### config.mk
export PLATFORM = sky130hd
export DESIGN_NAME = lidar_distance_frame_parser_flat
export DESIGN_NICKNAME = d
export VERILOG_FILES = /design/src/rtl/ldfp_pkg.sv /design/src/rtl/ldfp_byte_if.sv /design/src/rtl/ldfp_result_if.sv /design/src/rtl/lidar_distance_frame_parser.sv /design/src/rtl/ldfp_in_stage.sv /design/src/rtl/ldfp_parser_core.sv /design/src/rtl/ldfp_out_stage.sv /design/src/flat_wrapper.sv
export SDC_FILE = /design/constraint.sdc
export NUM_CORES = 1
export LEC_CHECK = 0
export ABC_CLOCK_PERIOD_IN_PS = 5900
export BUFFER_PORTS_ARGS = -buffer_cell sky130_fd_sc_hd__buf_2
export CORE_MARGIN = 2
export CORE_UTILIZATION = 60
export CTS_BUF_LIST = sky130_fd_sc_hd__clkbuf_2 sky130_fd_sc_hd__clkbuf_4 sky130_fd_sc_hd__clkbuf_8
export CTS_CLUSTER_SIZE = 14
export DETAILED_ROUTE_END_ITERATION = 6
export PLACE_DENSITY = 0.82
export SLEW_MARGIN = 40
export SYNTH_ARGS = -nofsm -noshare
export SYNTH_HDL_FRONTEND = slang
export SYNTH_SLANG_ARGS = --single-unit
export TNS_END_PERCENT = 1
### constraint.sdc
create_clock -name clk -period 5.9 [get_ports clk]
set_clock_uncertainty 0.15 [all_clocks]
set_input_delay 0.295 -clock clk [delete_from_list [all_inputs] [get_ports clk]]
set_output_delay 0.295 -clock clk [all_outputs]
set_load 0.03 [all_outputs]
### src/rtl/ldfp_pkg.sv
// ----------------------------------------------------------------------------
// ldfp_pkg
// Shared widths, constants and types for the nine-byte range frame parser.
// ----------------------------------------------------------------------------
package ldfp_pkg;

    localparam int BYTE_W    = 8;
    localparam int DIST_W    = 16;
    localparam int POS_W     = 4;

    localparam logic [BYTE_W-1:0] HEADER_BYTE = 8'h59;

    // Frame layout: two headers, distance low/high, payload, checksum last
    localparam logic [POS_W-1:0] POS_HUNT  = 4'd0;
    localparam logic [POS_W-1:0] POS_HDR2  = 4'd1;
    localparam logic [POS_W-1:0] POS_DLO   = 4'd2;
    localparam logic [POS_W-1:0] POS_DHI   = 4'd3;
    localparam logic [POS_W-1:0] POS_PAY_LO = 4'd4;
    localparam logic [POS_W-1:0] POS_PAY_HI = 4'd7;
    localparam logic [POS_W-1:0] POS_CHK   = 4'd8;

    typedef struct packed {
        logic [DIST_W-1:0] distance;
        logic              frame_ok;
    } result_t;

endpackage

### src/rtl/ldfp_byte_if.sv
// ----------------------------------------------------------------------------
// ldfp_byte_if
// Valid/ready channel carrying one received byte from the sensor link.
// ----------------------------------------------------------------------------
interface ldfp_byte_if;

    logic                         valid;
    logic                         ready;
    logic [ldfp_pkg::BYTE_W-1:0]  rx_byte;

    modport source (output valid, output rx_byte, input ready);
    modport sink   (input valid, input rx_byte, output ready);

endinterface

### src/rtl/ldfp_result_if.sv
// ----------------------------------------------------------------------------
// ldfp_result_if
// Valid/ready channel carrying one parsed frame result.
// ----------------------------------------------------------------------------
interface ldfp_result_if;

    logic                         valid;
    logic                         ready;
    logic [ldfp_pkg::DIST_W-1:0]  distance;
    logic                         frame_ok;

    modport source (output valid, output distance, output frame_ok, input ready);
    modport sink   (input valid, input distance, input frame_ok, output ready);

endinterface

### src/rtl/lidar_distance_frame_parser.sv
// ----------------------------------------------------------------------------
// lidar_distance_frame_parser
// Nine-byte range-sensor frame parser with an 8-bit sum checksum.
// ----------------------------------------------------------------------------
// Usage:
//   rx  : one received link byte per item (valid/ready).
//   res : one item per completed frame: distance (bytes 2,3 little-endian)
//         and frame_ok (low byte of the sum of bytes 0..7 equals byte 8).
//   Bytes are tracked after two 0x59 headers; non-header bytes while
//   hunting and a wrong second header give no result item.
// Order: a byte is held in the input register, then the parser updates its
//   state and loads the result register, so a frame result item is valid
//   once its checksum byte has passed through both registers.
// Throughput: one byte per cycle while the result register has room, set by
//   the state update (running sum add plus compare) between the two registers.
// Reset: clears both registers' valid flags and returns the parser to the
//   header hunt with a zero sum.
// Stall: while a result waits in the result register, the parser holds
//   and the input register fills; rx.ready falls once both are full and
//   rises again in the cycle the result item is taken.
// ----------------------------------------------------------------------------
module lidar_distance_frame_parser
(
    input  logic           clk,
    input  logic           rst_n,
    ldfp_byte_if.sink      rx,
    ldfp_result_if.source  res
);

    logic                         byte_valid;
    logic [ldfp_pkg::BYTE_W-1:0]  byte_data;
    logic                         take;
    logic                         out_free;
    logic                         core_valid;
    ldfp_pkg::result_t            core_data;
    ldfp_pkg::result_t            out_data;

    ldfp_in_stage u_in_stage
    (
        .clk        (clk),
        .rst_n      (rst_n),
        .in_valid   (rx.valid),
        .in_ready   (rx.ready),
        .in_byte    (rx.rx_byte),
        .byte_valid (byte_valid),
        .byte_data  (byte_data),
        .take       (take)
    );

    ldfp_parser_core u_parser_core
    (
        .clk        (clk),
        .rst_n      (rst_n),
        .byte_valid (byte_valid),
        .byte_data  (byte_data),
        .out_free   (out_free),
        .take       (take),
        .res_valid  (core_valid),
        .res_data   (core_data)
    );

    ldfp_out_stage u_out_stage
    (
        .clk        (clk),
        .rst_n      (rst_n),
        .res_valid  (core_valid),
        .res_data   (core_data),
        .out_free   (out_free),
        .out_valid  (res.valid),
        .out_ready  (res.ready),
        .out_data   (out_data)
    );

    // Unpack the held result onto the channel
    assign res.distance = out_data.distance;
    assign res.frame_ok = out_data.frame_ok;

endmodule

### src/rtl/ldfp_in_stage.sv
// ----------------------------------------------------------------------------
// ldfp_in_stage
// Input register: holds one received byte until the parser core takes it.
// ----------------------------------------------------------------------------
module ldfp_in_stage
(
    input  logic                         clk,
    input  logic                         rst_n,
    input  logic                         in_valid,
    output logic                         in_ready,
    input  logic [ldfp_pkg::BYTE_W-1:0]  in_byte,
    output logic                         byte_valid,
    output logic [ldfp_pkg::BYTE_W-1:0]  byte_data,
    input  logic                         take
);

    logic                         vld_reg;
    logic                         vld_next;
    logic [ldfp_pkg::BYTE_W-1:0]  byte_reg;

    // Accept a new item when empty or when the held one leaves this cycle
    assign in_ready   = !vld_reg || take;
    assign byte_valid = vld_reg;
    assign byte_data  = byte_reg;

    always_comb
    begin
        vld_next = vld_reg;
        if (in_ready)
        begin
            vld_next = in_valid;
        end
    end

    always_ff @(posedge clk or negedge rst_n)
    begin
        if (!rst_n)
        begin
            vld_reg <= 1'b0;
        end
        else
        begin
            vld_reg <= vld_next;
        end
    end

    // Load payload with each accepted item
    always_ff @(posedge clk)
    begin
        if (in_ready && in_valid)
        begin
            byte_reg <= in_byte;
        end
    end

endmodule

### src/rtl/ldfp_parser_core.sv
// ----------------------------------------------------------------------------
// ldfp_parser_core
// Frame tracker: header hunt, running sum, distance capture, checksum check.
// ----------------------------------------------------------------------------
module ldfp_parser_core
(
    input  logic                         clk,
    input  logic                         rst_n,
    input  logic                         byte_valid,
    input  logic [ldfp_pkg::BYTE_W-1:0]  byte_data,
    input  logic                         out_free,
    output logic                         take,
    output logic                         res_valid,
    output ldfp_pkg::result_t            res_data
);

    logic [ldfp_pkg::POS_W-1:0]   pos_reg;
    logic [ldfp_pkg::POS_W-1:0]   pos_next;
    logic [ldfp_pkg::BYTE_W-1:0]  sum_reg;
    logic [ldfp_pkg::BYTE_W-1:0]  sum_next;
    logic [ldfp_pkg::BYTE_W-1:0]  dlo_reg;
    logic [ldfp_pkg::BYTE_W-1:0]  dlo_next;
    logic [ldfp_pkg::BYTE_W-1:0]  dhi_reg;
    logic [ldfp_pkg::BYTE_W-1:0]  dhi_next;
    logic [ldfp_pkg::BYTE_W-1:0]  sum_add;
    logic                         is_header;

    // Advance only when the result register has room
    assign take      = byte_valid && out_free;
    assign sum_add   = sum_reg + byte_data;
    assign is_header = (byte_data == ldfp_pkg::HEADER_BYTE);

    always_comb
    begin
        pos_next           = pos_reg;
        sum_next           = sum_reg;
        dlo_next           = dlo_reg;
        dhi_next           = dhi_reg;
        res_valid          = 1'b0;
        res_data.distance  = {dhi_reg, dlo_reg};
        res_data.frame_ok  = (sum_reg == byte_data);
        if (take)
        begin
            unique case (pos_reg) inside
                ldfp_pkg::POS_HUNT:
                begin
                    // Start a frame on the first header, drop anything else
                    if (is_header)
                    begin
                        sum_next = byte_data;
                        pos_next = ldfp_pkg::POS_HDR2;
                    end
                end
                ldfp_pkg::POS_HDR2:
                begin
                    // Wrong second header restarts the hunt
                    if (is_header)
                    begin
                        sum_next = sum_add;
                        pos_next = ldfp_pkg::POS_DLO;
                    end
                    else
                    begin
                        pos_next = ldfp_pkg::POS_HUNT;
                    end
                end
                ldfp_pkg::POS_DLO:
                begin
                    dlo_next = byte_data;
                    sum_next = sum_add;
                    pos_next = pos_reg + 1'b1;
                end
                ldfp_pkg::POS_DHI:
                begin
                    dhi_next = byte_data;
                    sum_next = sum_add;
                    pos_next = pos_reg + 1'b1;
                end
                [ldfp_pkg::POS_PAY_LO:ldfp_pkg::POS_PAY_HI]:
                begin
                    sum_next = sum_add;
                    pos_next = pos_reg + 1'b1;
                end
                default:
                begin
                    // Checksum byte: emit the frame and return to the hunt
                    res_valid = 1'b1;
                    sum_next  = '0;
                    pos_next  = ldfp_pkg::POS_HUNT;
                end
            endcase
        end
    end

    always_ff @(posedge clk or negedge rst_n)
    begin
        if (!rst_n)
        begin
            pos_reg <= ldfp_pkg::POS_HUNT;
            sum_reg <= '0;
            dlo_reg <= '0;
            dhi_reg <= '0;
        end
        else
        begin
            pos_reg <= pos_next;
            sum_reg <= sum_next;
            dlo_reg <= dlo_next;
            dhi_reg <= dhi_next;
        end
    end

endmodule

### src/rtl/ldfp_out_stage.sv
// ----------------------------------------------------------------------------
// ldfp_out_stage
// Result register: holds one frame result until the receiver takes it.
// ----------------------------------------------------------------------------
module ldfp_out_stage
(
    input  logic                  clk,
    input  logic                  rst_n,
    input  logic                  res_valid,
    input  ldfp_pkg::result_t     res_data,
    output logic                  out_free,
    output logic                  out_valid,
    input  logic                  out_ready,
    output ldfp_pkg::result_t     out_data
);

    logic               vld_reg;
    logic               vld_next;
    ldfp_pkg::result_t  data_reg;

    // Free when empty or when the held item is taken this cycle
    assign out_free  = !vld_reg || out_ready;
    assign out_valid = vld_reg;
    assign out_data  = data_reg;

    always_comb
    begin
        vld_next = vld_reg;
        if (out_free)
        begin
            vld_next = res_valid;
        end
    end

    always_ff @(posedge clk or negedge rst_n)
    begin
        if (!rst_n)
        begin
            vld_reg <= 1'b0;
        end
        else
        begin
            vld_reg <= vld_next;
        end
    end

    // Load payload with each new result
    always_ff @(posedge clk)
    begin
        if (out_free && res_valid)
        begin
            data_reg <= res_data;
        end
    end

endmodule
### src/flat_wrapper.sv
// flat-port wrapper written by rule: the top's interface ports become plain ports
module lidar_distance_frame_parser_flat 
  (clk, rst_n, rx_valid, rx_rx_byte, rx_ready, res_valid, res_distance, res_frame_ok, res_ready);
  ldfp_byte_if rx_i ();
  ldfp_result_if res_i ();
  input  logic clk;
  input  logic rst_n;
  input wire logic [$bits(rx_i.valid)-1:0] rx_valid;
  input wire logic [$bits(rx_i.rx_byte)-1:0] rx_rx_byte;
  output wire logic [$bits(rx_i.ready)-1:0] rx_ready;
  output wire logic [$bits(res_i.valid)-1:0] res_valid;
  output wire logic [$bits(res_i.distance)-1:0] res_distance;
  output wire logic [$bits(res_i.frame_ok)-1:0] res_frame_ok;
  input wire logic [$bits(res_i.ready)-1:0] res_ready;
  assign rx_i.valid = rx_valid;
  assign rx_i.rx_byte = rx_rx_byte;
  assign rx_ready = rx_i.ready;
  assign res_valid = res_i.valid;
  assign res_distance = res_i.distance;
  assign res_frame_ok = res_i.frame_ok;
  assign res_i.ready = res_ready;
  lidar_distance_frame_parser u_core (.clk(clk), .rst_n(rst_n), .rx(rx_i), .res(res_i));
endmodule
Word-level counts from Yosys, hierarchy flattened
Index checks and enable logic that the tools add are counted.

storage, ports and cells
  flip-flop bits (word level) = 55
  latch bits = 0
  RAM bits = 0
  memory bits (read-only) = 0
  input bits = 12
  output and inout bits = 19
  logic and storage cells = 43
  memories kept = 0

operators by class
  $add $sub $neg = 2
  multipliers = 0
  div/mod/pow operators = 0
  order comparisons = 2
  eq/ne operators = 7
  shifts and indexed selects = 0
  muxes and demuxes = 8
  bitwise logic cells = 0
  reduce and logical (&&, ||, !) cells = 15

operators by type and width
  operator                                                                             count
  8-bit one-hot mux with 3 select lines                                                1
  8-bit two-way mux                                                                    2
  4-bit one-hot mux with 3 select lines                                                1
  8-bit adder                                                                          1
  4-bit by 2-bit == test with 1-bit output, second input constant                      2
  8-bit by 7-bit == test with 1-bit output, second input constant                      1
  8-bit == test                                                                        1
  2-bit AND reduction                                                                  3
  5-bit OR reduction                                                                   1
  4-bit by 1-bit adder with 4-bit output, second input constant                        1
  4-bit by 1-bit == test with 1-bit output, second input constant                      1
  4-bit by 3-bit greater-or-equal comparator with 1-bit output, second input constant  1
  4-bit by 3-bit <= comparator with 1-bit output, second input constant                1
  1-bit logical AND                                                                    4
  4-bit logical NOT                                                                    1
  4-bit two-way mux                                                                    1
  2-bit inequality test, second input constant                                         2
  3-bit AND reduction                                                                  1
  3-bit OR reduction                                                                   1
  1-bit logical NOT                                                                    2
  1-bit logical OR                                                                     2
  1-bit two-way mux                                                                    2
  2-bit two-way mux                                                                    1

Longest topological paths before layout
Gate-level depths: netlist of the first run.

  depth after elaboration = 6
  depth in mapped cells = 8
  mapped depth without buffers = 8

Hierarchy
A second synthesis of the first run with hierarchy kept.

unflattened totals
  cells, all modules = 184
  area total of the unflattened synthesis = 2,478.6 sq um

by module, submodules not included
  module            times used  cells each  area an instance (sq um)  sequential area each (sq um)
  ldfp_parser_core  1           151         1,620.3                   700.7
  ldfp_out_stage    1           21          564.3                     535.5
  ldfp_in_stage     1           12          294.0                     265.3

Worst setup path after synthesis of the first run
Ideal clock, no wire load.

  kind = flip-flop to flip-flop
  from = register u_core.u_parser_core.pos_reg[0] (netlist bit)
  to = register u_core.u_out_stage.data_reg, in the netlist u_core.u_out_stage.out_data[0], enable pin
  setup time = 412 ps
  arrival = 2,466 ps
  setup slack = 2,872 ps
  stages on the path, launching flop included = 6
  buffers on the path = 0
  path through = dfrtp_1 -> inv_1 -> ha_1 -> nor3_1 -> a21oi_1 -> nor3_1

on the way
  word-level cells in the longest chain between the ends = 6
  elaborated cells on any way between the ends = 11

ends and longest elaborated chain
  element                                                                                                                                          line                     source
  from (decl)                                                                                                                                      ldfp_parser_core.sv:17   logic [ldfp_pkg::POS_W-1:0] pos_reg;
  from (signal assigned)                                                                                                                           ldfp_parser_core.sv:99   pos_reg <= ldfp_pkg::POS_HUNT;
  from (signal assigned)                                                                                                                           ldfp_parser_core.sv:106  pos_reg <= pos_next;
  4-bit by 3-bit greater-or-equal comparator with 1-bit output (no source line) or 4-bit by 3-bit <= comparator with 1-bit output (tied branches)  -
  1-bit logical AND (no source line)                                                                                                               -
  5-bit OR reduction (no source line) (*)                                                                                                          -
  1-bit two-way mux (*)                                                                                                                            ldfp_parser_core.sv:44   unique case (pos_reg) inside
  1-bit two-way mux (*)                                                                                                                            ldfp_parser_core.sv:42   if (take)
  1-bit logical AND (*)                                                                                                                            ldfp_out_stage.sv:50     if (out_free && res_valid)
  to (signal assigned)                                                                                                                             ldfp_out_stage.sv:52     data_reg <= res_data;
  to (decl)                                                                                                                                        ldfp_out_stage.sv:19     ldfp_pkg::result_t data_reg;

Every way passes the cells marked *; elsewhere a longest branch is shown, timed or not.
A chain may end at the register's enable or synchronous reset.

Final worst setup path of the first run
  from = register u_core.u_parser_core.pos_reg[0] (netlist bit)
  to = register u_core.u_out_stage.data_reg, in the netlist u_core.u_out_stage.out_data[11], enable pin

The elaborated chain is that of the path after synthesis.

==> results.md, run 1 <==
- First-pass detailed-route iteration total: 4
- Post-synth EDFFs: 25
- Sequential share of the synthesized area: 0.607
- Cell Pwr Density: between 500 and 600 nW/um^2
- Hold slack final: roughly 0.0016 ns
- Outcome: finished, final reports clean
- Crit path max-delay family: simple AND/OR/NAND/NOR gates
- Arr. time, crit path: between 2 and 2.5 ns
- DRT Wirelength: 4.81 mm
- Worst Path Max Fanout: 12
- Share of cells above drive strength 1: 0.264
- Worst stage delay on the critical path: 0.48 ns
- Critical path launch point type: flop
- Worst Path Buf+Inv: 2
- Port buffer count: 30
- TritonCTS buffer count: 5
- Drt drc: 0
- DR vias/cell: 5.85
- Leak: 1.22 nW
- H-tree lvl count: 2
- Filler cells: 279
- Placeable Area: around 4000 um^2
- Hold bufs inserted after CTS: 1
- CP required: 5.76 ns
- Minimum clock period: 2.60 ns
- Synth Instances: 193
- Final ANT Viol Nets: 0
- CTS Sinks: 55
- Slew Limit Fails: 0
- Critical-path cell list: inv_1 > ha_1 > nor3_1 > a21oi_2 > nor3_2 > buf_4
- Worst setup EP type: flop
- Routed wire per std cell: 16.9 um
- Setup TNS: 0 ns
- Post-CTS sizing: 0
- Site Rows: 23
- Yosys warning total: 0
- # setup viols final: 0
- Total track usage: 0.233
- Main synth FF type: dfrtp_1
- ANT cells: 0
- Maximum vdd ir drop: 0.000274 V
- Setup slack at placement: roughly 3.3 ns
- Max Fclk: about 380 MHz
- Placer Congestion: 0.861
- Die ar.: 4650 um^2
- Tot Pwr: 0.00150 W
- CTS tree: done
- Largest net degree at the start of global routing: 31
- Starting DRT DRC Count: 102
- Max clock buf depth: 2
- Worst setup path class: flop to flop
- Async S/R FF share, synth: 0.545
- Synth Cell Area: 2470 um^2
- Critical Path Slowest Stage Cell: nor3_2
- CTS Root Cell: clkbuf_8
- I/O pins: 31
- Count of different cell masters after synthesis: 44
- Final Hold Violating Endpoints: 0
- Tcrit/Tclk final: 0.441
- Worst-path clk slew: 0.10 ns
- Initial antenna violation count: 0
- Flip-flop count of the largest register after layout: 17
- Worst slew pin tran: 0.700 ns
- Max Cap Viol: 0
- Clk_lat worst skew: 0.31 ns
- Final worst setup slack: approximately 3.3 ns
- Net Count, Synth: 217
- Slew HR: 0.534
- Unrepaired setup endpoints after global routing: no
- First-pass GRT wire length: around 7.7 mm
- Final nets: 258
- Die X-Extent: 68.2 um
- Hold crit path type: primary input to flop
- Avg Synthesized Cell Area: 12.8 um^2
- Most frequent cells in the layout: 30 x buf_2, 30 x dfrtp_1, 25 x edfxtp_1
- Die Y: 68.2 um
- Yosys reg bits: 55
- Post-CTS setup buffers: 0
- Vias in the first global route: 1647
- Initial Util: 0.623
- Synth-to-layout area growth: 15.3%
- Vias: 1668
- Grt total ovfl: 0
- DP Wirelength: around 3.4 mm
-- synthesized netlist by cell type (2+ instances only) --
cell type,n,area share
dfrtp_1,30,0.30
edfxtp_1,25,0.30
mux2_2,14,0.064
a21oi_1,12,0.024
nor2_1,12,0.018
ha_1,11,0.056
o21ai_0,11,0.022
inv_1,10,0.015
nand2_1,9,0.014
nand2b_1,5,0.013
nand3_1,5,0.010
a21o_1,4,0.012
nor4_1,4,0.010
nor2b_1,3,0.0076
nor3_1,3,0.0061
xnor2_1,3,0.011
a211o_1,2,0.0071
a32oi_1,2,0.0071
and2_1,2,0.0051
nand4b_1,2,0.0071
-- final cells by class --
type / instances / area [um^2] / share of cell area
Clock buffer: 6 / 76.3 / 0.0268
Clock inverter: 2 / 38.8 / 0.0136
Timing Repair Buffer: 36 / 208 / 0.0728
Tap cell: 50 / 62.6 / 0.0219
Multi-Input combinational cell: 126 / 928 / 0.325
Sequential cell: 55 / 1500 / 0.526
Inverter: 10 / 37.5 / 0.0132
-- path summary, 6_finish.rpt --
kind	to	startpoint	depth (start not counted)	slack, ns
min reg2reg	u_core.u_out_stage.out_data[9]	u_core.u_parser_core.dhi_reg[0]	0	0.30
max reg2reg	u_core.u_out_stage.out_data[11]	u_core.u_parser_core.pos_reg[0]	6	3.30
min in group asynchronous	u_core.u_parser_core.pos_reg[2]	rst_n	2	0.42
max	u_core.u_out_stage.out_data[11]	u_core.u_parser_core.pos_reg[0]	6	3.30
min	u_core.u_in_stage.byte_data[1]	rx_rx_byte[1]	1	0.002
max in group asynchronous	u_core.u_parser_core.pos_reg[1]	rst_n	2	4.73
-- metrics by stage --
stage,area [um^2],cells,util
final,2850,285,0.718
after global routing,2850,285,0.718
after CTS,2810,281,0.707
after detailed placement,2680,272,0.676
after global placement,2680,272,0.676
after floorplan,2470,193,-
-- report_power, final --
group          total (W)  switching (W)  internal, W
Combinational   0.000606       0.000362     0.000244
Sequential      0.000645      0.0000820     0.000563
Clock           0.000253       0.000120     0.000133
Total            0.00150       0.000564     0.000939
-- routing by layer --
layer  vias to the layer above  global-route usage  share of wire
met5                         -                   0              0
met4                         0              0.0975          0.018
met3                         9              0.0510          0.046
met2                        53               0.402           0.54
met1                       817               0.282           0.40
li1                        789                   -              -
-- cells by family after synthesis --
group                    Yosys count  share of synthesized area
adder cells (fa/ha/maj)           12                     0.0637
XOR/XNOR                           3                     0.0106
buffers and inverters             12                     0.0212
flip-flops                        55                      0.607
AND/OR/NAND/NOR                   53                      0.117
AO/OA/AOI/OAI                     44                      0.116
multiplexers                      14                     0.0637
(Power assumes the default switching activity.)
==> run 2, diff against run 1 <==
ABC_CLOCK_PERIOD_IN_PS = 2300   (was 5900)
CORE_UTILIZATION = 54   (was 60)
PLACE_DENSITY = 0.78   (was 0.82)
clock period = 2.3 ns   (was 5.9 ns; I/O delays follow)
==> run 2 against run 1 <==
Effect of this change:
- critical endpoint is now u_core.u_parser_core.sum_reg[7]
- final cell count increased by 4.9%
- sequential share of layout area is 1.9 points lower
- die area is 10% higher
- clock-buffer cell count stayed put
- routed wire length decreased by 3.0%
- via count grew 2.6%
- first-iteration DRC count is 22% lower
- largest power group unchanged
- hold slack improved by 0.0081 ns
- highest routed layer unchanged
- non-clock buffer count is 12 higher
- sequential power increased to 2.5 times the previous value
- combinational power rose to 2.7 times the previous value
==> results.md, run 2 (synthesis results as in run 1) <==
- Outcome: finished, final reports clean
- Max Used Layer: met4
- Worst flop-to-flop path startpoint: u_core.u_in_stage.byte_data[1]
- Vias: about 1700
- WHS Endpoint: u_core.u_out_stage.out_valid
- Grt total ovfl: 0
- Worst setup path class: flop to flop
- DR vias/cell: 5.73
- Share of cells above drive strength 1: 0.279
- Die Y: 71.7 um
- Hold Path Cell Cnt: 3
- Setup slack at placement: about 0.12 ns
- Worst stage delay on the critical path: 0.49 ns
- Site Rows: 24
- Met3 Wirelength: 265 um
- First-pass GRT wire length: 7.82 mm
- Starting DRT DRC Count: 80
- First-pass detailed-route iteration total: 4
- Placer Congestion: approximately 0.86
- Most frequent cells in the layout: 30 x buf_2, 30 x dfrtp_1, 25 x edfxtp_1
- Final nets: 270
- Clk_lat worst skew: 0.31 ns
- Unrepaired setup endpoints after global routing: yes
- Worst-path clk slew: ~0.10 ns
- Die X-Extent: about 70 um
- Worst setup EP type: flop
- Port buffer count: 30
- Initial antenna violation count: 0
- Die ar.: 5140 um^2
- Worst r2r path cells: 5
- DRT Wirelength: 4.67 mm
- Min-delay src: res_ready
- Initial Util: 0.564
- Routed wire per std cell: 15.6 um
- Post-Route M1 WL: roughly 2 mm
- Total track usage: 0.200
- CP required: between 2 and 2.5 ns
- Final worst setup slack: 0.0585 ns
- Max clock buf depth: 2
- Leak: 1.26 nW
- Max Fclk: 446 MHz
- Hold crit path type: primary input to flop
- # setup viols final: 0
- Placeable Area: 4380 um^2
- R2R Setup Slk: 0.06 ns
- Vias in the first global route: roughly 1700
- Worst Path Max Fanout: 5
- Critical path launch point type: flop
- CTS Root Cell: clkbuf_8
- Hold slack final: between 0.009 and 0.01 ns
- ANT cells: 0
- TritonCTS buffer count: 5
- Critical path's most frequent cell: a211o_1
- CTS Sinks: 55
- DR WL met2: 2.34 mm
- Max Cap Viol: 0
- Final ANT Viol Nets: 0
- Crit Reg-Reg Endpoint: u_core.u_parser_core.sum_reg[7]
- Tcrit/Tclk final: 0.975
- Drt drc: 0
- Critical Path Slowest Stage Cell: edfxtp_1
- Synth-to-layout area growth: 19.6%
- I/O pins: 31
- Final Hold Violating Endpoints: 0
- Slew Limit Fails: 0
- DP Wirelength: 3.29 mm
- Minimum clock period: about 2.2 ns
- Slew HR: 0.540
- Critical-path cell list: ha_1 > a211o_1 > a211o_1 > a221oi_1 > o221ai_1
- CTS tree: done
- Tot Pwr: about 0.0038 W
- Maximum vdd ir drop: 0.000728 V
- Filler cells: approximately 330
- Worst slew pin tran: 0.689 ns
- Cell Pwr Density: 1290 nW/um^2
- Largest net degree at the start of global routing: 31
- Flip-flop count of the largest register after layout: 17
- H-tree lvl count: 2
- Arr. time, crit path: approximately 2.3 ns
[run 2: cell count changes in the layout (fill, tap and decap cells not counted)]
cell | before | now
bufinv_16 | 1 | 0
ha_2 | 0 | 1
nor3_4 | 0 | 1
buf_4 | 1 | 6
buf_12 | 0 | 1
clkinvlp_4 | 0 | 1
ha_1 | 11 | 10
nor3_2 | 1 | 0
dlygate4sd3_1 | 5 | 11
[run 2: power by group]
group          switching [W]  total, W  internal, W
sequential          0.000199   0.00164      0.00144
clock               0.000308  0.000539     0.000231
combinational       0.000942   0.00164     0.000696
[run 2: how the worst max path moves through the flow]
stage | start | end | slack [ns] | cells after the start
after floorplan | u_core.u_parser_core.pos_reg[0] | u_core.u_out_stage.out_data[0] | 0.01 | 5
after global placement | u_core.u_in_stage.byte_data[1] | u_core.u_parser_core.sum_reg[7] | 0.16 | 5
after detailed placement | u_core.u_in_stage.byte_data[1] | u_core.u_parser_core.sum_reg[7] | 0.12 | 5
after CTS | u_core.u_in_stage.byte_data[1] | u_core.u_parser_core.sum_reg[7] | 0.09 | 5
after global routing | u_core.u_in_stage.byte_data[0] | u_core.u_parser_core.sum_reg[6] | -0.02 | 8
final | u_core.u_in_stage.byte_data[1] | u_core.u_parser_core.sum_reg[7] | 0.06 | 5
[run 2: routing by layer]
layer  up-vias  GRT usage
li1        813          -
met1       832      0.260
met2        60      0.333
met3         7     0.0563
met4         0     0.0524
met5         -          0
[run 2: metrics by stage]
stage               setup TNS [ns]  instance area [um^2]  cells   util
CTS                              0                  2950    299  0.674
global route               -0.0175                  2960    299  0.675
finish                           0                  2960    299  0.675
detailed placement               0                  2750    280  0.627
global placement                 0                  2750    280  0.627
floorplan                        0                  2480    193      -
[run 2: repair_timing]
item,CTS,global route
hold buffers,11,0
setup endpoints to repair,0,1
gates resized for setup,0,2
buffers inserted,0,0
endpoints found under the hold margin,39,0
[run 2: worst max-delay path: cells and delay by family (launching register included)]
kind / cells / cell delay (ns)
DFF: 1 / 0.49
adders and majority gates: 1 / 0.36
AOI/OAI and AO/OA: 4 / 1.11
[run 2: cell type report]
class                           count  area (um^2)  share of cell area
Clock buffer                        6         76.3              0.0258
Timing Repair Buffer               48          325               0.110
Sequential cell                    55         1500               0.507
Clock inverter                      2         16.3             0.00550
Tap cell                           52         65.1              0.0220
Inverter                           10         37.5              0.0127
Multi-Input combinational cell    126          937               0.317
